--- config.mk ---
export PLATFORM = sky130hd
export DESIGN_NAME = i2c_bit_level_master_top
export DESIGN_NICKNAME = d
export VERILOG_FILES = /design/src/rtl/i2cm_pkg.sv /design/src/rtl/i2cm_front.sv /design/src/rtl/i2cm_queue.sv /design/src/rtl/i2cm_engine.sv /design/src/rtl/i2c_bit_level_master_top.sv
export SDC_FILE = /design/constraint.sdc
export NUM_CORES = 1
export LEC_CHECK = 0
export BUFFER_PORTS_ARGS = -buffer_cell sky130_fd_sc_hd__buf_2
export CELL_PAD_IN_SITES_DETAIL_PLACEMENT = 1
export CELL_PAD_IN_SITES_GLOBAL_PLACEMENT = 2
export CORE_MARGIN = 2
export CORE_UTILIZATION = 40
export DETAILED_ROUTE_END_ITERATION = 8
export PLACE_DENSITY_LB_ADDON = 0.1
export SKIP_LAST_GASP = 1
export SLEW_MARGIN = 25
export SYNTH_ARGS = -nofsm -noshare
export SYNTH_HDL_FRONTEND = slang
export SYNTH_SLANG_ARGS = --single-unit
--- constraint.sdc ---
create_clock -name i_clk -period 4.25 [get_ports i_clk]
set_clock_uncertainty 0.1 [all_clocks]
set_input_delay 0.85 -clock i_clk [delete_from_list [all_inputs] [get_ports i_clk]]
set_output_delay 0.85 -clock i_clk [all_outputs]
set_load 0.005 [all_outputs]
--- src/rtl/i2cm_pkg.sv ---
`timescale 1ns / 1ps

package i2cm_pkg;

    // command codes carried in the low bits of an input beat
    typedef enum logic [2:0] {
        CMD_NONE  = 3'd0,
        CMD_START = 3'd1,
        CMD_STOP  = 3'd2,
        CMD_WRITE = 3'd3,
        CMD_READ  = 3'd4
    } t_cmd;

    // bus engine phases
    typedef enum logic [3:0] {
        PH_IDLE     = 4'd0,
        PH_S_LOWSDA = 4'd1,
        PH_LOW_DONE = 4'd2,
        PH_P_HIGH   = 4'd3,
        PH_P_REL    = 4'd4,
        PH_W_BIT    = 4'd5,
        PH_W_LOW    = 4'd6,
        PH_K_RISE   = 4'd7,
        PH_K_POLL   = 4'd8,
        PH_R_HIGH   = 4'd9,
        PH_R_SAMPLE = 4'd10,
        PH_A_SET    = 4'd11,
        PH_A_HIGH   = 4'd12
    } t_phase;

    // configuration register indexes
    typedef enum logic [0:0] {
        CFG_DELAY_TICKS    = 1'b0,
        CFG_ACK_WAIT_LIMIT = 1'b1
    } t_cfg_idx;

    localparam int STREAM_W    = 16;
    localparam int CFG_DATA_W  = 8;
    localparam int QUEUE_DEPTH = 4;

    localparam logic [7:0] DELAY_TICKS_RESET = 8'd1;
    localparam logic [7:0] ACK_LIMIT_RESET   = 8'd200;

    // one classified tick as it sits in the queue
    typedef struct packed {
        t_cmd       cmd;
        logic [7:0] write_data;
        logic       send_nack;
        logic       sda_in;
    } t_item;

    // configuration write bundle
    typedef struct packed {
        logic                  we;
        t_cfg_idx              index;
        logic [CFG_DATA_W-1:0] data;
    } t_cfg_wr;

endpackage

--- src/rtl/i2cm_front.sv ---
`timescale 1ns / 1ps

module i2cm_front (
    input  logic                          s_axis_tvalid,
    output logic                          s_axis_tready,
    input  logic [i2cm_pkg::STREAM_W-1:0] s_axis_tdata,
    input  logic                          i_full,
    output logic                          o_push,
    output i2cm_pkg::t_item               o_item
);
    import i2cm_pkg::*;

    // accept whenever the queue has room
    assign s_axis_tready = ~i_full;
    assign o_push        = s_axis_tvalid & ~i_full;

    // classify the command, unknown codes become no-op
    always_comb begin
        o_item.write_data = s_axis_tdata[10:3];
        o_item.send_nack  = s_axis_tdata[11];
        o_item.sda_in     = s_axis_tdata[12];
        case (s_axis_tdata[2:0])
            CMD_START: o_item.cmd = CMD_START;
            CMD_STOP:  o_item.cmd = CMD_STOP;
            CMD_WRITE: o_item.cmd = CMD_WRITE;
            CMD_READ:  o_item.cmd = CMD_READ;
            default:   o_item.cmd = CMD_NONE;
        endcase
    end

endmodule

--- src/rtl/i2cm_queue.sv ---
`timescale 1ns / 1ps

module i2cm_queue #(
    parameter int DEPTH = i2cm_pkg::QUEUE_DEPTH
) (
    input  logic            i_clk,
    input  logic            i_rst_n,
    input  logic            i_push,
    input  i2cm_pkg::t_item i_item,
    output logic            o_full,
    input  logic            i_pop,
    output logic            o_empty,
    output i2cm_pkg::t_item o_item
);
    import i2cm_pkg::*;

    localparam int PTR_W = $clog2(DEPTH);
    localparam int CNT_W = $clog2(DEPTH + 1);
    localparam logic [PTR_W-1:0] LAST_PTR = PTR_W'(DEPTH - 1);
    localparam logic [CNT_W-1:0] FULL_CNT = CNT_W'(DEPTH);

    t_item            r_mem [DEPTH];
    logic [PTR_W-1:0] r_wr_ptr;
    logic [PTR_W-1:0] r_rd_ptr;
    logic [CNT_W-1:0] r_count;

    assign o_full  = (r_count == FULL_CNT);
    assign o_empty = (r_count == '0);
    assign o_item  = r_mem[r_rd_ptr];

    // storage write
    always_ff @(posedge i_clk) begin
        if (i_push) begin
            r_mem[r_wr_ptr] <= i_item;
        end
    end

    // pointers and fill count
    always_ff @(posedge i_clk) begin
        if (!i_rst_n) begin
            r_wr_ptr <= '0;
            r_rd_ptr <= '0;
            r_count  <= '0;
        end else begin
            if (i_push) begin
                r_wr_ptr <= (r_wr_ptr == LAST_PTR) ? '0 : r_wr_ptr + 1'b1;
            end
            if (i_pop) begin
                r_rd_ptr <= (r_rd_ptr == LAST_PTR) ? '0 : r_rd_ptr + 1'b1;
            end
            if (i_push && !i_pop) begin
                r_count <= r_count + 1'b1;
            end else if (!i_push && i_pop) begin
                r_count <= r_count - 1'b1;
            end
        end
    end

endmodule

--- src/rtl/i2cm_engine.sv ---
`timescale 1ns / 1ps

module i2cm_engine (
    input  logic                          i_clk,
    input  logic                          i_rst_n,
    input  i2cm_pkg::t_cfg_wr             i_cfg,
    input  logic                          i_empty,
    input  i2cm_pkg::t_item               i_item,
    output logic                          o_pop,
    output logic                          m_axis_tvalid,
    input  logic                          m_axis_tready,
    output logic [i2cm_pkg::STREAM_W-1:0] m_axis_tdata
);
    import i2cm_pkg::*;

    logic [7:0] r_delay_ticks;
    logic [7:0] r_ack_limit;

    t_phase     r_phase,  n_phase;
    logic [3:0] r_bit_idx, n_bit_idx;
    logic [7:0] r_tick,   n_tick;
    logic [7:0] r_wait,   n_wait;
    logic [7:0] r_shift,  n_shift;
    logic       r_scl,    n_scl;
    logic       r_sda,    n_sda;
    logic       r_ack_fail, n_ack_fail;
    logic [7:0] r_rx_byte,  n_rx_byte;
    logic       r_ack_choice, n_ack_choice;

    logic                r_out_valid, n_out_valid;
    logic [STREAM_W-1:0] r_out_data,  n_out_data;

    logic       take;
    logic       done;
    logic [7:0] hold_ticks;
    logic [7:0] ack_lim;

    // configuration registers
    always_ff @(posedge i_clk) begin
        if (!i_rst_n) begin
            r_delay_ticks <= DELAY_TICKS_RESET;
            r_ack_limit   <= ACK_LIMIT_RESET;
        end else if (i_cfg.we) begin
            case (i_cfg.index)
                CFG_DELAY_TICKS:    r_delay_ticks <= i_cfg.data;
                CFG_ACK_WAIT_LIMIT: r_ack_limit   <= i_cfg.data;
                default:            ;
            endcase
        end
    end

    // a zero register counts as one
    assign hold_ticks = (r_delay_ticks == 8'd0) ? 8'd0 : r_delay_ticks - 8'd1;
    assign ack_lim    = (r_ack_limit == 8'd0) ? 8'd1 : r_ack_limit;

    // pop a tick when the output slot is free or being drained
    assign take  = ~i_empty & (~r_out_valid | m_axis_tready);
    assign o_pop = take;

    // engine state register
    always_ff @(posedge i_clk) begin
        if (!i_rst_n) begin
            r_phase      <= PH_IDLE;
            r_bit_idx    <= '0;
            r_tick       <= '0;
            r_wait       <= '0;
            r_shift      <= '0;
            r_scl        <= 1'b1;
            r_sda        <= 1'b1;
            r_ack_fail   <= 1'b0;
            r_rx_byte    <= '0;
            r_ack_choice <= 1'b0;
            r_out_valid  <= 1'b0;
        end else begin
            r_phase      <= n_phase;
            r_bit_idx    <= n_bit_idx;
            r_tick       <= n_tick;
            r_wait       <= n_wait;
            r_shift      <= n_shift;
            r_scl        <= n_scl;
            r_sda        <= n_sda;
            r_ack_fail   <= n_ack_fail;
            r_rx_byte    <= n_rx_byte;
            r_ack_choice <= n_ack_choice;
            r_out_valid  <= n_out_valid;
        end
    end

    // output payload register
    always_ff @(posedge i_clk) begin
        r_out_data <= n_out_data;
    end

    // one tick of the bus engine
    always_comb begin
        n_phase      = r_phase;
        n_bit_idx    = r_bit_idx;
        n_tick       = r_tick;
        n_wait       = r_wait;
        n_shift      = r_shift;
        n_scl        = r_scl;
        n_sda        = r_sda;
        n_ack_fail   = r_ack_fail;
        n_rx_byte    = r_rx_byte;
        n_ack_choice = r_ack_choice;
        done         = 1'b0;

        if (take) begin
            if (r_phase == PH_IDLE) begin
                // launch a new command
                case (i_item.cmd)
                    CMD_START: begin
                        n_sda = 1'b1; n_scl = 1'b1;
                        n_tick = hold_ticks; n_phase = PH_S_LOWSDA;
                    end
                    CMD_STOP: begin
                        n_scl = 1'b0; n_sda = 1'b0;
                        n_tick = hold_ticks; n_phase = PH_P_HIGH;
                    end
                    CMD_WRITE: begin
                        n_shift = i_item.write_data; n_bit_idx = 4'd8; n_scl = 1'b0;
                        n_tick = hold_ticks; n_phase = PH_W_BIT;
                    end
                    CMD_READ: begin
                        n_shift = '0; n_bit_idx = 4'd8;
                        n_ack_choice = i_item.send_nack; n_sda = 1'b1;
                        n_tick = hold_ticks; n_phase = PH_R_HIGH;
                    end
                    default: ;
                endcase
            end else if (r_tick != 8'd0) begin
                // hold pins for the rest of the delay
                n_tick = r_tick - 8'd1;
            end else begin
                n_tick = hold_ticks;
                case (r_phase)
                    PH_S_LOWSDA: begin
                        n_sda = 1'b0; n_phase = PH_LOW_DONE;
                    end
                    PH_LOW_DONE: begin
                        n_scl = 1'b0; n_tick = r_tick; n_phase = PH_IDLE; done = 1'b1;
                    end
                    PH_P_HIGH: begin
                        n_scl = 1'b1; n_phase = PH_P_REL;
                    end
                    PH_P_REL: begin
                        n_sda = 1'b1; n_tick = r_tick; n_phase = PH_IDLE; done = 1'b1;
                    end
                    PH_W_BIT: begin
                        n_sda = r_shift[7]; n_scl = 1'b1; n_phase = PH_W_LOW;
                    end
                    PH_W_LOW: begin
                        n_scl     = 1'b0;
                        n_shift   = {r_shift[6:0], 1'b0};
                        n_bit_idx = r_bit_idx - 4'd1;
                        n_phase   = (n_bit_idx != 4'd0) ? PH_W_BIT : PH_K_RISE;
                    end
                    PH_K_RISE: begin
                        n_sda = 1'b1; n_scl = 1'b1; n_wait = '0; n_phase = PH_K_POLL;
                    end
                    PH_K_POLL: begin
                        // poll for the slave ack once per delay
                        if (!i_item.sda_in) begin
                            n_scl = 1'b0; n_ack_fail = 1'b0; n_tick = r_tick;
                            n_phase = PH_IDLE; done = 1'b1;
                        end else begin
                            n_wait = r_wait + 8'd1;
                            if (n_wait >= ack_lim) begin
                                n_ack_fail = 1'b1; n_scl = 1'b0; n_tick = r_tick;
                                n_phase = PH_IDLE; done = 1'b1;
                            end
                        end
                    end
                    PH_R_HIGH: begin
                        n_scl = 1'b1; n_phase = PH_R_SAMPLE;
                    end
                    PH_R_SAMPLE: begin
                        n_shift   = {r_shift[6:0], i_item.sda_in};
                        n_bit_idx = r_bit_idx - 4'd1;
                        n_scl     = 1'b0;
                        n_phase   = (n_bit_idx != 4'd0) ? PH_R_HIGH : PH_A_SET;
                    end
                    PH_A_SET: begin
                        n_rx_byte = r_shift; n_sda = r_ack_choice; n_phase = PH_A_HIGH;
                    end
                    PH_A_HIGH: begin
                        n_scl = 1'b1; n_phase = PH_LOW_DONE;
                    end
                    default: begin
                        n_tick = r_tick; n_phase = PH_IDLE;
                    end
                endcase
            end
        end

        // output slot: load on a tick, clear when drained
        if (take) begin
            n_out_valid = 1'b1;
        end else if (m_axis_tready) begin
            n_out_valid = 1'b0;
        end else begin
            n_out_valid = r_out_valid;
        end

        if (take) begin
            n_out_data = {3'b000, n_ack_fail, n_rx_byte, done,
                          (n_phase != PH_IDLE), ~n_sda, n_scl};
        end else begin
            n_out_data = r_out_data;
        end
    end

    assign m_axis_tvalid = r_out_valid;
    assign m_axis_tdata  = r_out_data;

endmodule

--- src/rtl/i2c_bit_level_master_top.sv ---
`timescale 1ns / 1ps
// I2C master bus engine working one bus operation at a time.
// Slave stream: one beat is one time tick; it may carry a command (start, stop,
// write byte with ack check, read byte with ack or nack) that is taken only while
// the engine is idle, plus the sampled SDA level. Commands arriving while busy
// and unknown codes are ignored. Master stream: one result beat per input beat
// with the SCL level, SDA pull-down, busy and done flags, last read byte and nack.
// Configuration: write delay_ticks (index 0) or ack_wait_limit (index 1) with
// i_cfg_we; only while the stream is drained.
// A result leaves through the queue slot and then the engine output register.
// Throughput: one beat per cycle while the receiver does not stall, set by the
// single engine step that updates the state once per tick.
// A four-entry queue sits between the command decoder and the engine; when the
// receiver stalls the output register holds and the queue fills, then
// s_axis_tready drops until beats drain again.
// Reset (synchronous, active low): engine idle, SCL high, SDA released, read
// byte and nack cleared, delay_ticks 1, ack_wait_limit 200, queue empty.

module i2c_bit_level_master_top #(
    parameter int QUEUE_DEPTH = i2cm_pkg::QUEUE_DEPTH
) (
    input  logic                            i_clk,
    input  logic                            i_rst_n,
    // command 2:0, write_data 10:3, send_nack 11, sda_in 12, zero 15:13
    input  logic                            s_axis_tvalid,
    output logic                            s_axis_tready,
    input  logic [i2cm_pkg::STREAM_W-1:0]   s_axis_tdata,
    // scl_out 0, sda_low 1, busy_res 2, done_res 3, read_data 11:4, nack_seen 12
    output logic                            m_axis_tvalid,
    input  logic                            m_axis_tready,
    output logic [i2cm_pkg::STREAM_W-1:0]   m_axis_tdata,
    input  logic                            i_cfg_we,
    input  logic [0:0]                      i_cfg_index,
    input  logic [i2cm_pkg::CFG_DATA_W-1:0] i_cfg_wdata
);
    import i2cm_pkg::*;

    t_item   push_item;
    t_item   pop_item;
    logic    push;
    logic    pop;
    logic    full;
    logic    empty;
    t_cfg_wr cfg;

    assign cfg.we    = i_cfg_we;
    assign cfg.index = t_cfg_idx'(i_cfg_index);
    assign cfg.data  = i_cfg_wdata;

    i2cm_front u_front (
        .s_axis_tvalid (s_axis_tvalid),
        .s_axis_tready (s_axis_tready),
        .s_axis_tdata  (s_axis_tdata),
        .i_full        (full),
        .o_push        (push),
        .o_item        (push_item)
    );

    i2cm_queue #(
        .DEPTH (QUEUE_DEPTH)
    ) u_queue (
        .i_clk   (i_clk),
        .i_rst_n (i_rst_n),
        .i_push  (push),
        .i_item  (push_item),
        .o_full  (full),
        .i_pop   (pop),
        .o_empty (empty),
        .o_item  (pop_item)
    );

    i2cm_engine u_engine (
        .i_clk         (i_clk),
        .i_rst_n       (i_rst_n),
        .i_cfg         (cfg),
        .i_empty       (empty),
        .i_item        (pop_item),
        .o_pop         (pop),
        .m_axis_tvalid (m_axis_tvalid),
        .m_axis_tready (m_axis_tready),
        .m_axis_tdata  (m_axis_tdata)
    );

endmodule
==> metrics <==
clk buf depth=2; slack of the critical path=0.762 ns; die footprint=17400 µm²; hold path endpoint=u_engine.r_ack_limit[2]; Worst setup SP type=flip-flop; Pleak=2.82 nW; slowest CP cell=o31ai_1; Crit Path Class=reg2reg; Port Buffers=41; Int Power=3.19 mW; drt pass-1 iters=4; post-DR wirelength/cell=18.3 µm; power density cells=706 nW/µm²; Die W=132 µm; Async SR Flop Fraction=0%; switching share of power=39.6%; initial antenna violation count=0; antenna-violating nets left=0; Reg clk slew, reported paths=approximately 0.070 ns; post-synthesis cell count=608; Setup Fix Bufs, Post-CTS=0; total grt overflow=0; die height=132 µm; global routing usage on met1=26.8%; worst skew pair latency=roughly 0.43 ns; DRC violations left=0; status=finished, final reports clean; Setup violations, final=0; top area cells in the synthesized netlist=edfxtp_1 (30%), dfxtp_1 (21%), mux4_2 (4.5%), ha_1 (3.6%), a21oi_1 (3.6%); final hold viol count=0; peak supply drop=0.354 mV; RSZ-0062 raised after global routing=no; Hold Crit Start=u_engine.r_ack_limit[2]; worst path bufs/invs=0; Reg2Reg Setup Slack=between 0.7 and 0.8 ns; HP Class=reg2reg; Area growth syn-to-layout=14.5%; clk sinks=135; worst path required time=about 4.5 ns; Distinct cells, synth=71; Least-Margin Pin Slew=just under 1 ns; CTS hold repair buffers=0; Final Max Tran Viols=0; crit-path cells=and3_1 > and3_1 > nand3_1 > xnor2_1 > ha_1 > nand3_1 > o31ai_1 > o211a_4 > or3_1 > mux2i_1; worst reg2reg path depth=10; most used routing layer=met2; Synth Register Bits=roughly 140; post-cts resize count=0; first-pass GRT wire length=26600 µm; Fmax achieved=287 MHz; vias in the first global route=4995; relative slew slack=35.2%; pre-CTS setup slack=about 0.79 ns; sequential area share after synthesis=51.4%; GR Util All Layers=19.3%; Initial Util=40.9%; CTS tree=built; CP peak stage delay=0.78 ns; GR Util met2=30.7%; minimum clock period=3.49 ns; Design Power=5.28 mW; CORE AREA=15900 µm²; CP endpoint kind=flip-flop; Root Driver=clkbuf_16; Site Rows=46; Clock Power Share=27.1%; Avg Inst Size Synth=10.7 µm²; max_cap viols=0; Synth top area share=around 30%; largest area contributor in the netlist=edfxtp_1; GR Layer Usage met3=3.84%; Top delay family on crit path=compound AO/OA/AOI/OAI gates; P_sw=2.09 mW; GP Congestion=0.789; reg-to-reg endpoint=u_engine.r_tick[7]; sequential share of power=a little over a third; combinational share of power=37.8%; Main synth FF type=dfxtp_1; Via-to-Cell Ratio=5.47; Iteration-0 DRC Markers=220; Final TNS setup=0 ns; Yosys warnings=0; largest net degree at the start of global routing=46; cts bufs inserted=17; CP arrival=3.74 ns; # diodes=0; Post-synth EDFFs=65; final wirelength=16000 µm; share of layout cells above drive strength 1=~18%; via count=4784; final net count=695; H-tree levels=4; worst hold path depth=2; synthesized cell area=6530 µm²; final worst-path cycle share=82.1%; post-DP HPWL=11100 µm; worst hold slack=0.369 ns; Max FO, Critical Path=8; worst r2r src=u_engine.r_wait[2]; # IOs=48
-- cells in the final DEF (no fill, tap or decap), drive strengths merged, types with 4 or more instances in the layout --
master  instances
dfxtp          70
edfxtp         65
nand2          54
a21oi          47
buf            46
nor2           41
inv            35
o21ai          24
ha             19
nor2b          18
nor3           18
clkbuf         17
and3           15
mux4           13
nand3          12
xor2           10
o22ai          10
and2           10
a211oi         10
mux2           10
mux2i           8
o211ai          8
nand4           7
nand2b          7
xnor2           7
nor3b           6
or3             6
o31ai           6
a21o            5
nor4            5
o311ai          4
or4             4
-- sequential cells by signal, indices dropped and copies added (netlist names), 8 cells and up, named ones only --
register and flops:
u_engine.m_axis_tdata 13, u_engine.r_ack_limit 8, u_engine.r_delay_ticks 8, u_engine.r_rx_byte 8, u_engine.r_shift 8, u_engine.r_tick 8, u_engine.r_wait 8, u_queue.r_mem 52
-- worst max-delay path by stage --
stage / from / to / slack (ns) / cells after the start
2_1_floorplan: u_engine.r_wait[0] / u_engine.r_tick[1] / 1.27 / 11
3_3_place_gp: u_engine.r_wait[2] / u_engine.r_tick[7] / 0.84 / 10
3_5_place_dp: u_engine.r_wait[2] / u_engine.r_tick[5] / 0.79 / 10
4_1_cts: u_engine.r_wait[2] / u_engine.r_tick[7] / 0.74 / 10
5_1_grt: u_engine.r_wait[2] / u_engine.r_tick[7] / 0.49 / 10
6_report: u_engine.r_wait[2] / u_engine.r_tick[7] / 0.76 / 10
-- cell usage after synthesis (3+ instances only) --
master,number
o31ai_1,6
o22ai_1,10
and3_1,15
clkbuf_1,18
inv_1,23
o32ai_1,3
mux2i_1,8
o21ai_0,19
a21oi_1,47
nor3_1,15
nand3_1,12
nand4_1,7
or4_1,3
ha_1,19
buf_6,3
edfxtp_1,65
nor2b_1,18
o211ai_1,8
nor3_2,3
mux4_2,13
xor2_1,10
o311ai_1,4
mux2_2,9
or3_1,6
a211oi_1,9
xnor2_1,6
and2_1,10
buf_2,4
buf_4,4
nor4_1,3
o21ai_1,5
nand2_1,54
dfxtp_1,70
a21o_1,5
nand2b_1,7
nor3b_1,6
nor2_1,40
-- per-layer routing --
layer | vias up | wire (µm)
met5 | - | 0
met2 | 68 | 7540
li1 | 2340 | -
met3 | 15 | 477
met1 | 2361 | 7810
met4 | 0 | 174
-- area by class of cell --
type                            instances  area (µm²)
Fill cell                            1738        8470
Tap cell                              216         270
Timing Repair Buffer                   46         243
Clock buffer                           17         425
Sequential cell                       135        3350
Inverter                               24        90.1
Multi-Input combinational cell        421        2940
Clock inverter                         15         148
-- cells by family after synthesis --
family	count (synthesis)	synth area share, %
xor+xnor	17	2.40
compound gates	138	13.6
other cells	1	0.0574
mux	31	7.44
buf+inv	54	3.76
fa+ha+maj	20	3.95
flops	135	51.4
simple gates	212	17.4
-- tightest hold or removal path, stage by stage, from the launching register on --
cell and delay [ns]:
dfxtp_1 0.31, nand2_1 0.05, a21oi_1 0.06
-- per-stage QoR --
stage / std cells / area, µm² / util [%]
floorplan: 610 / 6540 / -
detailed placement: 842 / 6900 / 43.3
finish: 874 / 7470 / 46.9
global route: 874 / 7470 / 46.9
global placement: 842 / 6890 / 43.2
CTS: 874 / 7470 / 46.9
-- power groups by stage --
stage,logic [mW],registers [mW],clock network (mW)
6_report,2.00,1.85,1.43
5_1_grt,2.21,1.89,1.51
4_1_cts,2.00,1.86,1.46
3_5_place_dp,1.98,1.88,0
3_3_place_gp,1.94,1.87,0
2_1_floorplan,1.51,1.77,0
Power figures use the tool's default switching activity.
